### src/assert_macros.svh
// Assertion macros for the level table encoder RTL.
// No dependencies; included by slte_ctrl, which carries concurrent checks.
`ifndef ASSERT_MACROS_SVH
`define ASSERT_MACROS_SVH

// Generic form with explicit clock and active-low reset.
`define SLTE_ASSERT(lbl, clk, rst_n, prop, msg) \
  lbl: assert property (@(posedge clk) disable iff (!rst_n) prop) else $error(msg);

// Short form for modules using the standard clk_i / rst_ni names.
`define SLTE_ASSERT_STD(lbl, prop, msg) \
  `SLTE_ASSERT(lbl, clk_i, rst_ni, prop, msg)

`endif

### src/slte_pkg.sv
// Shared types and constants for the sorted level table encoder.
// No dependencies; compiled before every other file of the block.
package slte_pkg;

  localparam int unsigned LEVEL_W         = 32;
  localparam int unsigned CODE_W          = 9;
  localparam int unsigned COUNT_W         = 9;
  localparam int unsigned IDX_W           = 8;
  localparam int unsigned MODE_W          = 2;
  localparam int unsigned DEF_TABLE_DEPTH = 256;

  typedef enum logic [MODE_W-1:0] {
    MODE_INSERT = 2'd0,
    MODE_ENCODE = 2'd1,
    MODE_READ   = 2'd2,
    MODE_CLEAR  = 2'd3
  } mode_e;

  typedef enum logic [1:0] {
    ST_IDLE,
    ST_SCAN,
    ST_INSERT,
    ST_DONE
  } state_e;

  // Ring control from the sequencer to the cell chain.
  typedef struct packed {
    logic               shift;
    logic [LEVEL_W-1:0] feed;
  } ring_ctl_t;

endpackage

### src/slte_cell.sv
// One storage cell of the level ring: holds a level, takes the neighbour's on shift.
// Depends on slte_pkg.
module slte_cell import slte_pkg::*; (
  input  logic               clk_i,
  input  logic               shift_i,
  input  logic [LEVEL_W-1:0] data_i,
  output logic [LEVEL_W-1:0] data_o
);

  logic [LEVEL_W-1:0] level_q;
  logic [LEVEL_W-1:0] level_d;

  assign level_d = shift_i ? data_i : level_q;

  always_ff @(posedge clk_i) begin
    level_q <= level_d;
  end

  assign data_o = level_q;

endmodule

### src/slte_chain.sv
// Ring of level cells; each shift moves every level one cell towards the head.
// Depends on slte_pkg and slte_cell.
module slte_chain import slte_pkg::*; #(
  parameter int unsigned TableDepth = DEF_TABLE_DEPTH
) (
  input  logic               clk_i,
  input  ring_ctl_t          ctl_i,
  output logic [LEVEL_W-1:0] head_o
);

  logic [LEVEL_W-1:0] link [TableDepth];

  for (genvar i = 0; i < TableDepth; i++) begin : g_cell
    logic [LEVEL_W-1:0] next_in;
    if (i == TableDepth - 1) begin : g_tail
      assign next_in = ctl_i.feed;
    end else begin : g_body
      assign next_in = link[i+1];
    end
    slte_cell u_cell (
      .clk_i  (clk_i),
      .shift_i(ctl_i.shift),
      .data_i (next_in),
      .data_o (link[i])
    );
  end

  assign head_o = link[0];

endmodule

### config.mk
export PLATFORM = sky130hd
export DESIGN_NAME = slte_chain
export DESIGN_NICKNAME = d
export VERILOG_FILES = /design/src/assert_macros.svh /design/src/slte_pkg.sv /design/src/slte_cell.sv /design/src/slte_chain.sv
export SDC_FILE = /design/constraint.sdc
export NUM_CORES = 2
export LEC_CHECK = 0
export ABC_AREA = 0
export BUFFER_PORTS_ARGS = -buffer_cell sky130_fd_sc_hd__buf_2
export CAP_MARGIN = 20
export CORE_UTILIZATION = 50
export DETAILED_ROUTE_END_ITERATION = 6
export PLACE_DENSITY = 0.76
export SETUP_SLACK_MARGIN = 0.3
export SLEW_MARGIN = 10
export SYNTH_ARGS = -nofsm -noshare
export SYNTH_HDL_FRONTEND = slang
export SYNTH_HIERARCHICAL = 1
export SYNTH_SLANG_ARGS = --single-unit
export TNS_END_PERCENT = 5
### constraint.sdc
create_clock -name clk_i -period 0.8 [get_ports clk_i]
set_input_delay 0.08 -clock clk_i [delete_from_list [all_inputs] [get_ports clk_i]]
set_output_delay 0.08 -clock clk_i [all_outputs]
set_load 0.02 [all_outputs]
==> metrics.csv <==
metric,value,unit
violations,"negative hold slack, negative setup slack",
min_path_type,in -> reg,
first_global_vias,82600,
grt_pass1_wl,480000,um
crit_end,head_o[26],
gp_congestion,0.708,
rr_worst_depth,1,
drt-initial-drc-count,6419,
grt_setup_unrepaired,true,
largest_reg_flops,8192,
cp-start-kind,register,
fillers,32800,
start_util,50.2,%
nMultiInputCombCells,0,
synth_seq_area_share,100,%
p_per_area,3030,mW/mm2
cp_top_family,flip-flops,
drv_slew,0,
grt_max_degree,127,
power.total,863,mW
post-route-drc-count,0,
grt.overflow.total,0,
ir_worst_vdd,2.20,mV
ctsHoldBuffers,65,
cp_max_fo,1,
dr.pass1.iters,5,
whs,-0.575,ns
cts_buffer_depth,4,
regArea,0.246,mm2
area_growth,15.6,%
crit_start,g_cell[0].u_cell/data_o[26],
cpPeakStageDelay,0.44,ns
fin_ws,-0.932,ns
antenna_found_initial,4,
ys_warn_count,6,
yosysTopAreaCellShare,100,%
grt_usage,12.2,%
multi_input_area,0,um2
hold_viol,2093,
hp-start,ctl_i[32],
crit_arrival,1.65,ns
leakagePower,95.2,nW
antenna_left,0,
clock-sinks,8192,
die_w,703,um
synth_area_per_cell,30.0,um2
fin_nets,9525,
place_area,0.260,mm2
num_rows,257,
clk_latency,1.08,ns
synth_cells,8192,
via_per_inst,4.78,
vias,79100,
cts_buffers,742,
cts_tree,yes,
worstMarginPinSlew,0.653,ns
final.min_clock_period,1.73,ns
finalCritPeriodShare,217,%
setup_viol,34,
coreArea,0.490,mm2
die_h,703,um
ys_ff_latch,8192,
maxSlewHeadroom,56.4,%
worst_path_max_delay_cell,edfxtp_1,
max_freq,0.577,GHz
clk_pin_slew_worst_paths,0.07,ns
post_route_cells_drive_above_1_share,15.1,%
synthesis.area,0.246,mm2
port_buffers,65,
synth_top_area_cell,edfxtp_1,
io_pins,66,
reg2reg_from,g_cell[32].u_cell/data_o[21],
setup-tns-final,-27.45,ns
wire_per_inst,18.2,um
rr_endpoint,g_cell[31].u_cell/data_o[21],
ys_types,1,
path_cells,buf_6,
cts_root_buffer,clkbuf_16,
crit_buf_inv,1,
yosys-top-cells-area,edfxtp_1 (100%),
fin_area,0.284,mm2
synth_fp_nets,8226,
die_area,0.495,mm2
reg2reg_slack,-0.02,ns
critPathKind,reg -> out,
required,0.72,ns
cap_violations,0,
end_kind,output pin,
cts-htree-levels,6,
status,"finished, violations left",
hpwl,125000,um
skew,0.0923,ns
crit_cells,1,
wirelength,301000,um
[cell usage after synthesis]
cell type	n
edfxtp_1	8192
[cells by family (layout without fill, tap and decap cells)]
| kind of cell | after synthesis | count (layout) | share of synthesized area [%] |
|---|---|---|---|
| flops | 8192 | 8192 | 100 |
| buf+inv | 0 | 1896 | 0 |
| other cells | 0 | 1 | 0 |
[per-stage QoR]
step	hold slack (ns)	utilization [%]	instances	worst slack [ns]
detailed placement	0.258	53.0	15200	-0.761
floorplan	0.179	-	8192	0.211
CTS	-0.679	58.0	16600	-1.08
global route	-0.645	58.0	16600	-1.06
global placement	0.261	53.0	15200	-0.738
finish	-0.575	58.0	16600	-0.932
[where the power goes]
part	leakage [nW]	switching, mW	internal, mW
Sequential	80.2	7.26	499
Combinational	3.44	8.32	2.95
Clock	11.6	151	195
Total	95.2	166	697
[placed cells by master, fill, tap and decap left out]
cell and count:
clkinvlp_4 17, clkinv_2 130, clkinv_8 18, clkbuf_1 139, buf_12 176, diode_2 1
clkbuf_16 747, buf_4 249, clkinv_4 9, clkinv_1 170, dlygate4sd3_1 65, inv_16 11
inv_6 19, edfxtp_1 8192, buf_2 34, clkinv_16 10, inv_8 2, bufinv_16 69
buf_6 31
[what timing repair did]
action / 4_1_cts / 5_1_grt
setup endpoints to repair: 8192 / 8205
setup buffers: 0 / 0
resized for setup: 45 / 16
hold endpoints to repair: 7082 / 4715
[cell type report]
| cell class | count | area share, % |
|---|---|---|
| clock inverter | 455 | 1.61 |
| antenna | 1 | 0.000880 |
| sequential | 8192 | 86.5 |
| timing repair buffer | 555 | 2.31 |
| clock buffer | 886 | 6.76 |
| tap | 6475 | 2.85 |
[routing by layer]
layer	GRT usage, %	share of wire (%)	wire length [um]
met3	2.23	3.8	11500
met5	0	0	0
met4	3.62	2.4	7370
met1	17.8	46	139000
met2	19.1	48	144000
[worst min path at each step]
stage | endpoint | slack [ns] | cells past startpoint
6_report | g_cell[255].u_cell/data_o[13] | -0.57 | 1
5_1_grt | g_cell[255].u_cell/data_o[13] | -0.65 | 1
4_1_cts | g_cell[255].u_cell/data_o[13] | -0.68 | 1
3_5_place_dp | g_cell[255].u_cell/data_o[16] | 0.26 | 1
3_3_place_gp | g_cell[255].u_cell/data_o[3] | 0.26 | 1
2_1_floorplan | g_cell[255].u_cell/data_o[0] | 0.18 | 0
Power figures use the tool's default switching activity.
