--- config.mk ---
export PLATFORM = sky130hd
export DESIGN_NAME = slte_ctrl_flat
export DESIGN_NICKNAME = d
export VERILOG_FILES = /design/src/slte_pkg.sv /design/src/slte_in_if.sv /design/src/slte_out_if.sv /design/src/slte_ctrl.sv /design/src/flat_wrapper.sv
export VERILOG_INCLUDE_DIRS = /design/src /design/src/src
export SDC_FILE = /design/constraint.sdc
export NUM_CORES = 1
export LEC_CHECK = 0
export BUFFER_PORTS_ARGS = -buffer_cell sky130_fd_sc_hd__buf_2
export CORE_MARGIN = 2
export CORE_UTILIZATION = 50
export CTS_CLUSTER_DIAMETER = 100
export CTS_CLUSTER_SIZE = 14
export DETAILED_ROUTE_END_ITERATION = 16
export PLACE_DENSITY = 0.77
export SYNTH_ARGS = -nofsm -noshare
export SYNTH_HDL_FRONTEND = slang
export SYNTH_SLANG_ARGS = --single-unit
--- constraint.sdc ---
create_clock -name clk_i -period 6.6 [get_ports clk_i]
set_clock_uncertainty 0.1 [all_clocks]
set_input_delay 0.66 -clock clk_i [delete_from_list [all_inputs] [get_ports clk_i]]
set_output_delay 0.66 -clock clk_i [all_outputs]
set_load 0.01 [all_outputs]
--- src/assert_macros.svh ---
// Assertion macros for the level table encoder RTL.
// No dependencies; included by slte_ctrl, which carries concurrent checks.
`ifndef ASSERT_MACROS_SVH
`define ASSERT_MACROS_SVH

// Generic form with explicit clock and active-low reset.
`define SLTE_ASSERT(lbl, clk, rst_n, prop, msg) \
  lbl: assert property (@(posedge clk) disable iff (!rst_n) prop) else $error(msg);

// Short form for modules using the standard clk_i / rst_ni names.
`define SLTE_ASSERT_STD(lbl, prop, msg) \
  `SLTE_ASSERT(lbl, clk_i, rst_ni, prop, msg)

`endif

--- src/slte_pkg.sv ---
// Shared types and constants for the sorted level table encoder.
// No dependencies; compiled before every other file of the block.
package slte_pkg;

  localparam int unsigned LEVEL_W         = 32;
  localparam int unsigned CODE_W          = 9;
  localparam int unsigned COUNT_W         = 9;
  localparam int unsigned IDX_W           = 8;
  localparam int unsigned MODE_W          = 2;
  localparam int unsigned DEF_TABLE_DEPTH = 256;

  typedef enum logic [MODE_W-1:0] {
    MODE_INSERT = 2'd0,
    MODE_ENCODE = 2'd1,
    MODE_READ   = 2'd2,
    MODE_CLEAR  = 2'd3
  } mode_e;

  typedef enum logic [1:0] {
    ST_IDLE,
    ST_SCAN,
    ST_INSERT,
    ST_DONE
  } state_e;

  // Ring control from the sequencer to the cell chain.
  typedef struct packed {
    logic               shift;
    logic [LEVEL_W-1:0] feed;
  } ring_ctl_t;

endpackage

--- src/slte_in_if.sv ---
// Input channel of the level table encoder: valid/ready plus item fields.
// Depends on slte_pkg for field widths.
interface slte_in_if import slte_pkg::*; ();
  logic                      valid;
  logic                      ready;
  logic [MODE_W-1:0]         mode;
  logic signed [LEVEL_W-1:0] value;
  logic                      is_missing;
  logic [IDX_W-1:0]          index;

  modport source (output valid, mode, value, is_missing, index, input ready);
  modport sink   (input valid, mode, value, is_missing, index, output ready);
endinterface

--- src/slte_out_if.sv ---
// Result channel of the level table encoder: valid/ready plus result fields.
// Depends on slte_pkg for field widths.
interface slte_out_if import slte_pkg::*; ();
  logic                      valid;
  logic                      ready;
  logic [CODE_W-1:0]         code;
  logic                      valid_res;
  logic signed [LEVEL_W-1:0] level_value;
  logic [COUNT_W-1:0]        level_count;
  logic                      table_full;

  modport source (output valid, code, valid_res, level_value, level_count, table_full,
                  input ready);
  modport sink   (input valid, code, valid_res, level_value, level_count, table_full,
                  output ready);
endinterface

--- src/slte_ctrl.sv ---
// Sequencer and head logic: walks the ring, matches, inserts, drives the result.
// Depends on slte_pkg, slte_in_if, slte_out_if and assert_macros.svh.
`include "assert_macros.svh"
module slte_ctrl import slte_pkg::*; #(
  parameter int unsigned TableDepth = DEF_TABLE_DEPTH
) (
  input  logic               clk_i,
  input  logic               rst_ni,
  input  logic               cfg_we_i,
  input  logic               cfg_wdata_i,
  slte_in_if.sink            in_i,
  slte_out_if.source         out_o,
  input  logic [LEVEL_W-1:0] head_i,
  output ring_ctl_t          ring_o
);

  localparam int unsigned CW = (TableDepth > 1) ? $clog2(TableDepth) : 1;
  localparam int unsigned TW = $clog2(TableDepth + 1);
  localparam int unsigned XW = (TW > IDX_W) ? TW : IDX_W;
  localparam logic [CW-1:0] LastStep = CW'(TableDepth - 1);
  localparam logic [TW-1:0] FullCount = TW'(TableDepth);

  state_e             state_q, state_d;
  logic [CW-1:0]      step_q, step_d;
  logic [TW-1:0]      total_q, total_d;
  logic               sort_q;
  mode_e              mode_q, mode_d;
  logic [LEVEL_W-1:0] value_q, value_d;
  logic [IDX_W-1:0]   idx_q, idx_d;
  logic               found_q, found_d;
  logic [CW-1:0]      fpos_q, fpos_d;
  logic               ins_q, ins_d;
  logic [LEVEL_W-1:0] carry_q, carry_d;
  logic [LEVEL_W-1:0] rd_q, rd_d;

  logic [CODE_W-1:0]  res_code_q, res_code_d;
  logic               res_valid_q, res_valid_d;
  logic [LEVEL_W-1:0] res_lvl_q, res_lvl_d;
  logic               res_full_q, res_full_d;

  logic               out_valid_q, out_valid_d;
  logic [CODE_W-1:0]  out_code_q, out_code_d;
  logic               out_vres_q, out_vres_d;
  logic [LEVEL_W-1:0] out_lvl_q, out_lvl_d;
  logic [COUNT_W-1:0] out_cnt_q, out_cnt_d;
  logic               out_full_q, out_full_d;

  mode_e              in_mode;
  logic               accept, quick, last, in_range, at_end, match, fnd, load_out;
  logic               to_insert, is_full, at_idx, greater;
  logic [CW-1:0]      fpos_now;

  assign in_mode  = mode_e'(in_i.mode);
  assign in_i.ready = (state_q == ST_IDLE);
  assign accept   = in_i.valid && in_i.ready;
  assign is_full  = (total_q == FullCount);

  always_comb begin
    quick = 1'b0;
    unique case (in_mode)
      MODE_CLEAR:  quick = 1'b1;
      MODE_ENCODE: quick = in_i.is_missing;
      MODE_INSERT: quick = in_i.is_missing || (!sort_q && is_full);
      MODE_READ:   quick = (XW'(in_i.index) >= XW'(total_q));
      default:     quick = 1'b1;
    endcase
  end

  assign last     = (step_q == LastStep);
  assign in_range = (TW'(step_q) < total_q);
  assign at_end   = (TW'(step_q) == total_q);
  assign at_idx   = (XW'(step_q) == XW'(idx_q));
  assign match    = in_range && (head_i == value_q);
  assign fnd      = found_q || match;
  assign fpos_now = found_q ? fpos_q : step_q;
  assign greater  = $signed(head_i) > $signed(value_q);
  assign to_insert = (mode_q == MODE_INSERT) && sort_q && !fnd && !is_full;
  assign load_out = !out_valid_q || out_o.ready;

  // next state
  always_comb begin
    state_d = state_q;
    unique case (state_q)
      ST_IDLE:   if (accept) state_d = quick ? ST_DONE : ST_SCAN;
      ST_SCAN:   if (last) state_d = to_insert ? ST_INSERT : ST_DONE;
      ST_INSERT: if (last) state_d = ST_DONE;
      ST_DONE:   if (load_out) state_d = ST_IDLE;
      default:   state_d = ST_IDLE;
    endcase
  end

  // datapath and outputs
  always_comb begin
    step_d      = step_q;
    total_d     = total_q;
    mode_d      = mode_q;
    value_d     = value_q;
    idx_d       = idx_q;
    found_d     = found_q;
    fpos_d      = fpos_q;
    ins_d       = ins_q;
    carry_d     = carry_q;
    rd_d        = rd_q;
    res_code_d  = res_code_q;
    res_valid_d = res_valid_q;
    res_lvl_d   = res_lvl_q;
    res_full_d  = res_full_q;
    out_valid_d = out_valid_q && !out_o.ready;
    out_code_d  = out_code_q;
    out_vres_d  = out_vres_q;
    out_lvl_d   = out_lvl_q;
    out_cnt_d   = out_cnt_q;
    out_full_d  = out_full_q;
    ring_o.shift = 1'b0;
    ring_o.feed  = head_i;

    unique case (state_q)
      ST_IDLE: begin
        if (accept) begin
          mode_d      = in_mode;
          value_d     = in_i.value;
          idx_d       = in_i.index;
          step_d      = '0;
          found_d     = 1'b0;
          fpos_d      = '0;
          ins_d       = 1'b0;
          res_code_d  = '0;
          res_valid_d = 1'b1;
          res_lvl_d   = '0;
          res_full_d  = 1'b0;
          if (in_mode == MODE_CLEAR) begin
            total_d = '0;
          end else if (in_mode == MODE_READ && quick) begin
            res_valid_d = 1'b0;
          end else if (in_mode == MODE_INSERT && !in_i.is_missing && quick) begin
            res_full_d = 1'b1;
          end
        end
      end
      ST_SCAN: begin
        ring_o.shift = 1'b1;
        if (mode_q == MODE_INSERT && !sort_q && at_end) begin
          ring_o.feed = value_q;
        end
        found_d = fnd;
        fpos_d  = fpos_now;
        if (mode_q == MODE_READ && at_idx) begin
          rd_d = head_i;
        end
        step_d = last ? '0 : step_q + 1'b1;
        if (last) begin
          unique case (mode_q)
            MODE_ENCODE: begin
              res_valid_d = fnd;
              res_code_d  = fnd ? CODE_W'(TW'(fpos_now) + 1'b1) : '0;
            end
            MODE_READ: res_lvl_d = at_idx ? head_i : rd_q;
            MODE_INSERT: begin
              if (!sort_q) begin
                total_d = total_q + 1'b1;
              end else if (!fnd && is_full) begin
                res_full_d = 1'b1;
              end
            end
            default: ;
          endcase
        end
      end
      ST_INSERT: begin
        ring_o.shift = 1'b1;
        if (in_range) begin
          if (!ins_q && greater) begin
            ring_o.feed = value_q;
            carry_d     = head_i;
            ins_d       = 1'b1;
          end else if (ins_q) begin
            ring_o.feed = carry_q;
            carry_d     = head_i;
          end
        end else if (at_end) begin
          ring_o.feed = ins_q ? carry_q : value_q;
        end
        step_d = last ? '0 : step_q + 1'b1;
        if (last) begin
          total_d = total_q + 1'b1;
        end
      end
      ST_DONE: begin
        if (load_out) begin
          out_valid_d = 1'b1;
          out_code_d  = res_code_q;
          out_vres_d  = res_valid_q;
          out_lvl_d   = res_lvl_q;
          out_cnt_d   = COUNT_W'(total_q);
          out_full_d  = res_full_q;
        end
      end
      default: ;
    endcase
  end

  always_ff @(posedge clk_i or negedge rst_ni) begin
    if (!rst_ni) begin
      state_q     <= ST_IDLE;
      step_q      <= '0;
      total_q     <= '0;
      sort_q      <= 1'b1;
      found_q     <= 1'b0;
      ins_q       <= 1'b0;
      out_valid_q <= 1'b0;
    end else begin
      state_q     <= state_d;
      step_q      <= step_d;
      total_q     <= total_d;
      found_q     <= found_d;
      ins_q       <= ins_d;
      out_valid_q <= out_valid_d;
      if (cfg_we_i) begin
        sort_q <= cfg_wdata_i;
      end
    end
  end

  always_ff @(posedge clk_i) begin
    mode_q      <= mode_d;
    value_q     <= value_d;
    idx_q       <= idx_d;
    fpos_q      <= fpos_d;
    carry_q     <= carry_d;
    rd_q        <= rd_d;
    res_code_q  <= res_code_d;
    res_valid_q <= res_valid_d;
    res_lvl_q   <= res_lvl_d;
    res_full_q  <= res_full_d;
    out_code_q  <= out_code_d;
    out_vres_q  <= out_vres_d;
    out_lvl_q   <= out_lvl_d;
    out_cnt_q   <= out_cnt_d;
    out_full_q  <= out_full_d;
  end

  assign out_o.valid       = out_valid_q;
  assign out_o.code        = out_code_q;
  assign out_o.valid_res   = out_vres_q;
  assign out_o.level_value = out_lvl_q;
  assign out_o.level_count = out_cnt_q;
  assign out_o.table_full  = out_full_q;

  `SLTE_ASSERT_STD(a_total_bound, total_q <= FullCount, "level count beyond table depth")
  `SLTE_ASSERT_STD(a_idle_step, (state_q == ST_IDLE) |-> (step_q == '0), "step not rewound")
  `SLTE_ASSERT_STD(a_insert_grows,
    (state_q == ST_INSERT && last) |=> (total_q == $past(total_q) + 1'b1),
    "insert pass did not add a level")
  `SLTE_ASSERT_STD(a_out_from_done,
    $rose(out_valid_q) |-> ($past(state_q) == ST_DONE),
    "result raised outside done state")

endmodule

--- src/flat_wrapper.sv ---
// flat-port wrapper written by rule: the top's interface ports become plain ports
module slte_ctrl_flat import slte_pkg::*;
#(
  parameter int unsigned TableDepth = DEF_TABLE_DEPTH
)
  (clk_i, rst_ni, cfg_we_i, cfg_wdata_i, head_i, ring_o, in_i_valid, in_i_mode, in_i_value, in_i_is_missing, in_i_index, in_i_ready, out_o_valid, out_o_code, out_o_valid_res, out_o_level_value, out_o_level_count, out_o_table_full, out_o_ready);
  slte_in_if in_i_i ();
  slte_out_if out_o_i ();
  input  logic clk_i;
  input  logic rst_ni;
  input  logic cfg_we_i;
  input  logic cfg_wdata_i;
  input  logic [LEVEL_W-1:0] head_i;
  output ring_ctl_t ring_o;
  input wire logic [$bits(in_i_i.valid)-1:0] in_i_valid;
  input wire logic [$bits(in_i_i.mode)-1:0] in_i_mode;
  input wire logic [$bits(in_i_i.value)-1:0] in_i_value;
  input wire logic [$bits(in_i_i.is_missing)-1:0] in_i_is_missing;
  input wire logic [$bits(in_i_i.index)-1:0] in_i_index;
  output wire logic [$bits(in_i_i.ready)-1:0] in_i_ready;
  output wire logic [$bits(out_o_i.valid)-1:0] out_o_valid;
  output wire logic [$bits(out_o_i.code)-1:0] out_o_code;
  output wire logic [$bits(out_o_i.valid_res)-1:0] out_o_valid_res;
  output wire logic [$bits(out_o_i.level_value)-1:0] out_o_level_value;
  output wire logic [$bits(out_o_i.level_count)-1:0] out_o_level_count;
  output wire logic [$bits(out_o_i.table_full)-1:0] out_o_table_full;
  input wire logic [$bits(out_o_i.ready)-1:0] out_o_ready;
  assign in_i_i.valid = in_i_valid;
  assign in_i_i.mode = in_i_mode;
  assign in_i_i.value = in_i_value;
  assign in_i_i.is_missing = in_i_is_missing;
  assign in_i_i.index = in_i_index;
  assign in_i_ready = in_i_i.ready;
  assign out_o_valid = out_o_i.valid;
  assign out_o_code = out_o_i.code;
  assign out_o_valid_res = out_o_i.valid_res;
  assign out_o_level_value = out_o_i.level_value;
  assign out_o_level_count = out_o_i.level_count;
  assign out_o_table_full = out_o_i.table_full;
  assign out_o_i.ready = out_o_ready;
  slte_ctrl #(.TableDepth(TableDepth)) u_core (.clk_i(clk_i), .rst_ni(rst_ni), .cfg_we_i(cfg_we_i), .cfg_wdata_i(cfg_wdata_i), .in_i(in_i_i), .out_o(out_o_i), .head_i(head_i), .ring_o(ring_o));
endmodule
==> flow_metrics.tcl <==
set metrics [dict create \
    pre_cts_ws_ps 1878 \
    crit_path_end_kind "output pin" \
    syn_nets 1333 \
    synth_edf_count 209 \
    root_buffer "clkbuf_16" \
    ant_nets 0 \
    crit_path_start_kind "flop" \
    drive_gt1_share_pct 20.39 \
    slew_violations 0 \
    crit_chain "inv_1 > ha_1 > nand3b_1 > nor3_2 > buf_4 > and3_2 > buf_4 > a22oi_1 > o221ai_1 > o2111ai_1 > o21ai_0 > buf_2" \
    cp_common_cell "buf_4" \
    drt-initial-drc-count 1049 \
    period_share_pct 79.58 \
    cts-resized-gates 0 \
    finalInstanceArea_um2 14590 \
    clkSlewWorstSetupHoldPaths_ps 70 \
    postCtsSetupBuffers 0 \
    ios 168 \
    dp.cells 1629 \
    antenna_found_initial 4 \
    yosysSeqAreaShare_pct 52.86 \
    die_area_um2 27230 \
    cap_violations 0 \
    power_frac_seq_pct 33.3 \
    cts_tree "done" \
    hold_buffers 0 \
    powerDensity_nw_per_um2 483.5 \
    rsz0062_at_grt "no" \
    final_cells 1661 \
    core_um2 25330 \
    grt-ovfl-total 0 \
    yosys.area_share.adder_pct 5.405 \
    outcome "finished, final reports clean" \
    ys_types 67 \
    port_buffers 167 \
    switchingPower_mw 3.096 \
    place_area_um2 14030 \
    htree_num_levels 1 \
    setup_tns_ps 0 \
    drc 0 \
    layout_setup_ws_ps 1348 \
    fmax_mhz 190.4 \
    synth_compound_gate_area_share_pct 21.66 \
    max_stage_delay_ps 640 \
    routabilityCongestion 0.8865 \
    grt_max_degree 84 \
    grt_pass1_wl_um 51710 \
    synth_top_family_by_area "compound AO/OA/AOI/OAI gates" \
    fp.dieH_um 165.0 \
    hold_class "in -> async" \
    syn_inst 1196 \
    rows 58 \
    first_pass_iters 7 \
    required_ps 5840 \
    worstSetupPathType "reg -> out" \
    cell_internal_pwr_mw 3.956 \
    setup_viol 0 \
    ir_drop_mv 0.3010 \
    total_power_mw 7.052 \
    finalHoldViolations 0 \
    yosys_warnings 0 \
    muxShareOfSynthArea_pct 3.330 \
    clkSinkCount 232 \
    synth_top_area_cell "edfxtp_1" \
    crit_slowest_cell "and3_2" \
    p_leak_nw 5.429 \
    wire_per_inst_um 20.53 \
    slew_headroom_pct 18.71 \
    ys_seq_elements 232 \
    start_util_pct 51.19 \
    nNetsFinal 1458 \
    cp_max_fo 65 \
    num_vias 10270 \
    yosysMostFrequentCell "edfxtp_1" \
    period_minus_slack_ps 5252 \
    grt_pass1_vias 9694 \
    yosys-top-cells-count "edfxtp_1 (209), nor2_1 (121), o21ai_0 (88), inv_1 (83), nand2_1 (71)" \
    cts_made_buffers 20 \
    clk_path_buf_depth 3 \
    synth_top_area_share_pct 48.41 \
    tightest_slew_ps 1216 \
    die_w_um 165.0 \
    comb_power_share_pct 51.3 \
    synthTopCellsByArea "edfxtp_1 (48%), ha_1 (5.4%), dfrtp_1 (4.2%)" \
    reg2reg_from "u_core.total_q[2]" \
    totalWireLength_um 34100 \
    worstSetupStartpoint "u_core.total_q[6]" \
    cp_num_buf_inv 4 \
    yosys.area_share.simple_pct 10.04 \
    critical-path-top-delay-family "buffers and inverters" \
    area_growth_pct 12.52 \
    swShare_pct 43.90 \
    via_per_inst 6.183 \
    synthArstFlopShare_pct 9.914 \
    yosys_most_used_dff "edfxtp_1" \
    clk_latency_ps 530 \
    avgSynthCellArea_um2 10.84 \
    grtUsageTotal_pct 24.56 \
    syn_area_um2 12960 \
    synth_xor_area_share_pct 1.419 \
    clockPowerShare_pct 15.4 \
    hpwl_um 21950 \
    worst_ep_arrival_time_ps 4490 \
]
-- power groups by stage --
stage / registers (mW) / clock network [mW] / logic (mW)
floorplan: 2.41 / 0 / 2.33
global placement: 2.36 / 0 / 3.46
detailed placement: 2.38 / 0 / 3.56
CTS: 2.35 / 1.11 / 3.57
global route: 2.39 / 1.17 / 3.92
finish: 2.35 / 1.09 / 3.62
-- logic make-up (layout without fill, tap and decap cells) --
family | count (synthesis) | after routing
AO/OA/AOI/OAI | 397 | 397
XOR/XNOR | 21 | 21
adder cells (fa/ha/maj) | 56 | 56
buffers and inverters | 164 | 297
flip-flops | 232 | 232
multiplexers | 43 | 43
other | 0 | 2
AND/OR/NAND/NOR | 283 | 283
-- registers in the layout (all words and copies together), names as in the netlist --
| signal | cells |
|---|---|
| u_core.rd_q | 32 |
| u_core.res_valid_q | 1 |
| u_core.sort_q | 1 |
| u_core.found_q | 1 |
| u_core.out_o.level_value | 32 |
| u_core.mode_q | 2 |
| u_core.out_o.valid_res | 1 |
| u_core.state_q | 2 |
| u_core.out_o.valid | 1 |
| u_core.total_q | 9 |
| u_core.out_o.level_count | 9 |
| u_core.ins_q | 1 |
| u_core.idx_q | 8 |
| u_core.value_q | 32 |
| u_core.res_lvl_q | 32 |
| u_core.res_code_q | 9 |
| u_core.res_full_q | 1 |
| u_core.fpos_q | 8 |
| u_core.step_q | 8 |
| u_core.out_o.table_full | 1 |
| u_core.carry_q | 32 |
| u_core.out_o.code | 9 |
-- final cells by class --
type | instances | area [µm²]
flip-flops and latches | 232 | 6854
inverters | 85 | 320.3
diodes | 2 | 5.005
multi-input cells | 800 | 5490
repair buffers | 182 | 948.4
clock buffers | 28 | 530.5
well taps | 330 | 412.9
fillers | 2118 | 10740
clock inverters | 2 | 25.02
-- cells in the final DEF, fill, tap and decap left out, types with 8 or more instances in the layout --
cell,n
nand4_1,11
a21oi_1,54
o21ai_0,88
inv_1,83
o21ai_1,30
o211ai_1,49
o2111ai_1,15
clkbuf_1,8
o22ai_1,63
edfxtp_1,209
clkbuf_16,20
o221ai_1,15
o221ai_2,16
buf_2,167
dfrtp_1,21
buf_4,15
nor3_1,8
mux2i_1,41
xor2_1,16
nand2b_1,19
nand2_1,70
a22oi_2,30
ha_1,55
nor2_1,119
nand3_1,16
-- worst register-to-register path, stage by stage, from the launching register on --
cell,delay [ps]
dfrtp_1,410
inv_1,130
ha_1,320
o21ai_0,140
a21oi_1,60
o21ai_0,190
a211oi_1,180
nor2_4,970
nand2_1,260
o21bai_4,960
-- layer usage --
metal	routed length [µm]	up-vias	GRT usage, %
met5	11	-	0
met4	967	2	9.447
met3	3052	70	3.666
met2	16070	515	39.91
met1	13990	4904	33.33
li1	-	4779	-
-- metrics by stage --
step,util [%],hold slack (ps)
after global placement,55.38,300.8
after detailed placement,55.38,304.5
final,57.59,19.23
after floorplan,-,264.4
after CTS,57.57,22.78
after global routing,57.58,71.48
-- path summary, 6_finish.rpt --
path | to | slack [ps] | cells after the start
hold reg to reg | u_core.out_o.level_value[22] | 320 | 0
setup reg to reg | u_core.carry_q[14] | 2460 | 9
min in group clk_i | u_core.value_q[7] | 210 | 1
setup / recovery | ring_o[1] | 1350 | 12
max in group asynchronous | u_core.ins_q | 5980 | 1
hold / removal | u_core.total_q[3] | 20 | 1
Power figures use the tool's default switching activity.
